==> src/hw/rtl/bpc_pkg.sv <==
package bpc_pkg;

	// Register map of the configuration port
	typedef enum logic [2:0] {
		REG_T1    = 3'd0,
		REG_T2    = 3'd1,
		REG_T3    = 3'd2,
		REG_P1    = 3'd3,
		REG_P2_P3 = 3'd4,
		REG_P4_P5 = 3'd5,
		REG_P6_P7 = 3'd6,
		REG_P8_P9 = 3'd7
	} cfg_idx_t;

	localparam int unsigned CFG_IDX_W = 3;
	localparam int unsigned CFG_DATA_W = 32;
	localparam int unsigned RAW_W = 20;
	localparam int unsigned WORD_W = 32;
	localparam int unsigned WIDE_W = 64;
	// divisor magnitude never exceeds 2^30 after the 33-bit arithmetic shift
	localparam int unsigned DVS_W = WIDE_W - 33;

	localparam logic [32:0] FINE_OFS = 33'd128000;
	localparam logic [20:0] PRESS_OFS = 21'd1048576;
	localparam logic [63:0] NUM_SCALE = 64'd3125;
	localparam logic [31:0] TC_ROUND = 32'd128;
	localparam logic [63:0] DVS_BIAS = 64'd1 << 47;

	typedef struct packed {
		logic        [15:0] t1;
		logic signed [15:0] t2;
		logic signed [15:0] t3;
		logic        [15:0] p1;
		logic signed [15:0] p2;
		logic signed [15:0] p3;
		logic signed [15:0] p4;
		logic signed [15:0] p5;
		logic signed [15:0] p6;
		logic signed [15:0] p7;
		logic signed [15:0] p8;
		logic signed [15:0] p9;
	} cfg_t;

	// Fields that ride alongside the division
	typedef struct packed {
		logic        neg;
		logic        dz;
		logic [31:0] tc;
		logic [31:0] fine;
	} side_t;

	typedef struct packed {
		logic             valid;
		logic [63:0]      ua;
		logic [DVS_W-1:0] ub;
		side_t            side;
	} div_in_t;

	typedef struct packed {
		logic        valid;
		logic [63:0] uq;
		side_t       side;
	} div_out_t;

endpackage

==> src/hw/rtl/bpc_cfg.sv <==
module bpc_cfg (
	input  logic                             clk,
	input  logic                             arst_n,
	input  logic                             cfg_we,
	input  logic [bpc_pkg::CFG_IDX_W-1:0]    cfg_index,
	input  logic [bpc_pkg::CFG_DATA_W-1:0]   cfg_data,
	output bpc_pkg::cfg_t                    cfg
);

	logic [15:0] t1_q, t2_q, t3_q, p1_q;
	logic [31:0] p23_q, p45_q, p67_q, p89_q;

	always_ff @(posedge clk or negedge arst_n) begin
		if (!arst_n) begin
			t1_q  <= '0;
			t2_q  <= '0;
			t3_q  <= '0;
			p1_q  <= '0;
			p23_q <= '0;
			p45_q <= '0;
			p67_q <= '0;
			p89_q <= '0;
		end else if (cfg_we) begin
			unique case (bpc_pkg::cfg_idx_t'(cfg_index))
				bpc_pkg::REG_T1:    t1_q  <= cfg_data[15:0];
				bpc_pkg::REG_T2:    t2_q  <= cfg_data[15:0];
				bpc_pkg::REG_T3:    t3_q  <= cfg_data[15:0];
				bpc_pkg::REG_P1:    p1_q  <= cfg_data[15:0];
				bpc_pkg::REG_P2_P3: p23_q <= cfg_data;
				bpc_pkg::REG_P4_P5: p45_q <= cfg_data;
				bpc_pkg::REG_P6_P7: p67_q <= cfg_data;
				bpc_pkg::REG_P8_P9: p89_q <= cfg_data;
				default: ;
			endcase
		end
	end

	always_comb begin
		cfg.t1 = t1_q;
		cfg.t2 = t2_q;
		cfg.t3 = t3_q;
		cfg.p1 = p1_q;
		cfg.p2 = p23_q[15:0];
		cfg.p3 = p23_q[31:16];
		cfg.p4 = p45_q[15:0];
		cfg.p5 = p45_q[31:16];
		cfg.p6 = p67_q[15:0];
		cfg.p7 = p67_q[31:16];
		cfg.p8 = p89_q[15:0];
		cfg.p9 = p89_q[31:16];
	end

endmodule

==> config.mk <==
export PLATFORM = sky130hd
export DESIGN_NAME = bpc_cfg
export DESIGN_NICKNAME = d
export VERILOG_FILES = /design/src/hw/rtl/bpc_pkg.sv /design/src/hw/rtl/bpc_cfg.sv
export SDC_FILE = /design/constraint.sdc
export NUM_CORES = 1
export LEC_CHECK = 0
export BUFFER_PORTS_ARGS = -buffer_cell sky130_fd_sc_hd__buf_2
export CORE_UTILIZATION = 55
export DETAILED_ROUTE_END_ITERATION = 8
export HOLD_SLACK_MARGIN = 0.06
export PLACE_DENSITY_LB_ADDON = 0.08
export SKIP_LAST_GASP = 1
export SLEW_MARGIN = 10
export SYNTH_ARGS = -nofsm -noshare
export SYNTH_HDL_FRONTEND = slang
export SYNTH_SLANG_ARGS = --single-unit
==> constraint.sdc <==
create_clock -name clk -period 1.2 [get_ports clk]
set_input_delay 0.18 -clock clk [delete_from_list [all_inputs] [get_ports clk]]
set_output_delay 0.18 -clock clk [all_outputs]
set_load 0.005 [all_outputs]
# Word-level counts from Yosys, hierarchy flattened
# Cells that the tools add are included.
# totals
in_bits,38
latchBits,0
mem_bits_rw,0
ff_bits,192
n_memories,0
romBits,0
# op_classes
mul,0
n_shift,0
n_div,0
bitwise_logic,0
n_eq_ne,7
n_mux,0
order_cmp,0
n_addsub,0
n_reduce_logical,9
# op_table
op,n
AND reduction 2 bit,8
equality test 3 bit (second input constant),4
equality test 3 x 2 -> 1 bit (second input constant),2
equality test 3 x 1 -> 1 bit (second input constant),1
logical NOT 3 bit,1

# Depth between registers and ports, before layout
# depth
ltp_word,2
mapped_depth,5
mapped_depth_nobuf,2

# Worst setup path before layout
# Ideal clock, no wire load.
# synth_path
kind,input to register
start,in cfg_index[0] in the netlist's numbering
end,reg t1_q[10]
path_buffers,2
arrival_time_ns,1.267
path_stages,4
path_slack_ns,-0.192
required_time_ns,1.075
path_cell_list,buf_6 > nor4b_4 > buf_8 > mux2_4
# synth_between
elab_chain_len,2
# synth_rtl
item,line,rtl
from (decl),bpc_cfg.sv:5,"input logic [bpc_pkg::CFG_IDX_W-1:0] cfg_index,"
logical NOT 3 bit,bpc_cfg.sv:24,unique case (bpc_pkg::cfg_idx_t'(cfg_index))
AND reduction 2 bit (no source line),-,
to (signal assigned),bpc_cfg.sv:25,bpc_pkg::REG_T1: t1_q <= cfg_data[15:0];
to (decl),bpc_cfg.sv:10,"logic [15:0] t1_q, t2_q, t3_q, p1_q;"
# Every way passes these cells.
# A chain may end at the register's enable or synchronous reset.

# Worst setup path after layout
# layout_path
start,reg p23_q[4]
end,out cfg[116] in the netlist's numbering
# layout_lines
item,line,rtl
from (decl),bpc_cfg.sv:11,"logic [31:0] p23_q, p45_q, p67_q, p89_q;"
from (signal assigned),bpc_cfg.sv:29,bpc_pkg::REG_P2_P3: p23_q <= cfg_data;
to (decl),bpc_cfg.sv:7,output bpc_pkg::cfg_t cfg
# No word-level cell between the ends.

==> results list <==
* Average instance area after synthesis: 17.5 um^2
- DRC viols: 0
- Number of max-cap violations: 0
- Number of nets with antenna violations after detailed routing: 0
- Post-layout power: 17.7 mW
- In the final layout, the share of cells above drive strength 1 is 69.5%.
* Clock slew at the register clock pins of the worst setup and hold paths: 60 ps
- The finished layout holds 868 standard cells, fillers aside.
* Final design utilization: 77.0%
- Die height: 117 um
- TritonCTS clock tree: done
* Area added between synthesis and finish: 35.4%
- In this run, synthesis produced a sequential element count of 192.
- Area contributors post-synth: sky130_fd_sc_hd__dfrtp_1 (66%), sky130_fd_sc_hd__mux2_2 (28%), sky130_fd_sc_hd__mux2_4 (2.1%)
- The clock passes through at most 2 buffers.
* Clock root buffer: sky130_fd_sc_hd__clkbuf_16
- For this run, the slowest stage of the critical path takes 400 ps.
- Input and output buffers added on the ports amount to 229.
- Once the floorplan was initialized, standard cells occupied 56.9% of the core.
* Sum of routed wire length over all layers: 17.0 mm
* Reg area: 0.00480 mm^2
- Worst-case headroom to the max-slew limit: 71.6%
- Setup slack on the critical path of the routed design comes to 54.5 ps.
- For this block, the via count after detailed routing is 4529.
- Setup crit start kind: flip-flop
- ANT cells: 0
- For the worst setup path, the data required time is 1020 ps.
* Result of the run: finished, final reports clean
* Standard cell area after detailed placement: 0.00914 mm^2
- Cell variety after synth: 14
- The smallest clock period supported by the final layout is computed as 1150 ps.
* Overflow after GRT: 0
- Data arrival time of the worst path: 970 ps
- The core region is 0.0128 mm^2.
* Slew @ Worst Pin: 426 ps
* Master of the slowest instance on the critical path: sky130_fd_sc_hd__dfrtp_1
* Number of placement rows: 41
- The cell family contributing the most delay on the critical path is flip-flops.
- RSZ-0062 raised after global routing: false
* Type of element capturing the critical path: primary output
* Cell type with the largest total area after synthesis: sky130_fd_sc_hd__dfrtp_1
- Buffers inserted during clock tree synthesis total 17.
* Die area: 0.0137 mm^2
* Routed vias/inst: 5.22
* Synth async-reset ratio: 100%
* Total routing resource utilization after global routing: 26.4%
- Critical-path cell list: buf_2
- Drt wl/cell: 19.6 um
- Final GP Congestion: 0.754
- Detailed-routing iteration count for the pre-antenna-repair pass: 4
- Worst setup path category: flip-flop to primary output
* Peak supply drop: 1.11 mV
* Leakage component of the power: 4.86 nW
- The first global-routing pass estimated 26.2 mm of wire.
- Power spread over the standard cell area amounts to 1800 mW/mm^2.
* Count of flip-flops with a built-in enable after synthesis: 0
- Most repeated cell in the gate-level netlist after synthesis: sky130_fd_sc_hd__dfrtp_1
- The max-slew violation count came to 0.
* H-tree level count: 4
* Period Utilization, post-route: 95.5%
- Number of DRC markers after the initial detailed-route iteration: 159
* Clock latency at the later pin of the worst-skew pair: 420 ps
- Floorplan die width: 117 um
- Once placement completed, the tool counted placed cells totaling 823.
- Synth Warn #: 0
- Counting instances in the post-synthesis netlist gives the leading cell types as sky130_fd_sc_hd__dfrtp_1 (192), sky130_fd_sc_hd__mux2_2 (180), sky130_fd_sc_hd__buf_2 (13).
* Number of nets in the layout: 724
- Max Fclk: 0.873 GHz
- Main flop type after synthesis: sky130_fd_sc_hd__dfrtp_1
- Synth top area share: 66.1%
* Ports placed on the boundary: 230
- The number of endpoints with negative hold slack in the final report is 0.
* Proportion of synthesized chip area in sequential cells: 66.1%
* Largest net degree at the start of global routing: 39
- Worst hold path class: input pin to flip-flop
* Net Count, Synth: 453
* Clock net sink count: 192
- Summing all non-filler instances in the final layout gives an area of 0.00984 mm^2.
* Pre-CTS worst setup slack: -314 ps
* Maximum fanout encountered on the critical timing path: 2
- Number of buffer and inverter stages on the critical path: 1
* Setup-violating endpoint count in the final report: 0
- Number of instances in the synthesized netlist: 415
* Number of global-route vias before repair: 4662
- Number of inserted filler cells in the final layout: 815
* Area taken by multi-input logic gates: 0.00253 mm^2
- Across the routed clock network, the largest skew measured is 0 ps.
- Final HPWL DP: 12.1 mm
- The number of antenna violations at the first check in global routing is 0.
- Synthesized area: 0.00727 mm^2
state kept, by name (all words and copies together) (netlist names):
name,flops
p23_q,32
p45_q,32
p67_q,32
p89_q,32
p1_q,16
t1_q,16
t2_q,16
t3_q,16
per-layer routing:
layer | vias to the layer above | wire length [um] | track usage, %
met2 | 160 | 8420 | 43.5
met3 | 13 | 1170 | 8.70
met4 | 0 | 157 | 6.92
li1 | 2014 | - | -
met5 | - | 0 | 0
met1 | 2342 | 7240 | 34.0
placed cells by master (no fill, tap or decap):
master                          count
sky130_fd_sc_hd__dfrtp_1          192
sky130_fd_sc_hd__clkbuf_8           6
sky130_fd_sc_hd__nor4b_4            1
sky130_fd_sc_hd__buf_4             13
sky130_fd_sc_hd__clkbuf_1           1
sky130_fd_sc_hd__buf_2            228
sky130_fd_sc_hd__mux2_2           131
sky130_fd_sc_hd__clkinvlp_4         2
sky130_fd_sc_hd__buf_12            17
sky130_fd_sc_hd__mux2_4            61
sky130_fd_sc_hd__dlygate4sd3_1     16
sky130_fd_sc_hd__nand4_1            1
sky130_fd_sc_hd__nand4b_1           2
sky130_fd_sc_hd__buf_6              1
sky130_fd_sc_hd__clkinv_2           3
sky130_fd_sc_hd__nor4bb_4           3
sky130_fd_sc_hd__nand4b_2           1
sky130_fd_sc_hd__clkbuf_16         17
logic make-up after synthesis:
group,synth area share (%)
buffers and inverters,2.36
and+or+nand+nor,1.27
DFF,66.1
muxes,30.3
path summary, 6_finish.rpt:
kind	startpoint	cells past startpoint	slack, ps	to
max in group asynchronous	arst_n	3	370	p67_q[8]
min in group asynchronous	arst_n	2	260	p67_q[20]
min	cfg_data[16]	2	90	p23_q[16]
min reg2reg	p1_q[4]	1	500	p1_q[4]
max	p23_q[4]	1	50	cfg[116]
max reg2reg	t2_q[6]	1	410	t2_q[6]
final cells by class:
type	count	area share (%)
Clock buffer	24	5.20
Clock inverter	5	0.305
Sequential cell	192	48.8
Timing Repair Buffer	275	17.8
Tap cell	172	2.19
Multi-Input combinational cell	200	25.7
metrics by stage:
stage	hold slack [ps]	TNS (ps)
global placement	124	-35170
CTS	65.0	0
detailed placement	126	-41930
global route	63.6	0
finish	91.3	0
floorplan	-116	-8590
power breakdown:
part	leakage, nW	internal, mW	switching [mW]
Combinational	2.29	2.42	1.53
Sequential	2.30	7.90	0.753
Clock	0.266	2.94	2.20
repair_timing:
action,CTS,global route
buffers inserted,0,0
resized for setup,0,0
hold endpoints to repair,224,0
hold buffers,16,0
Power figures use the tool's default switching activity.
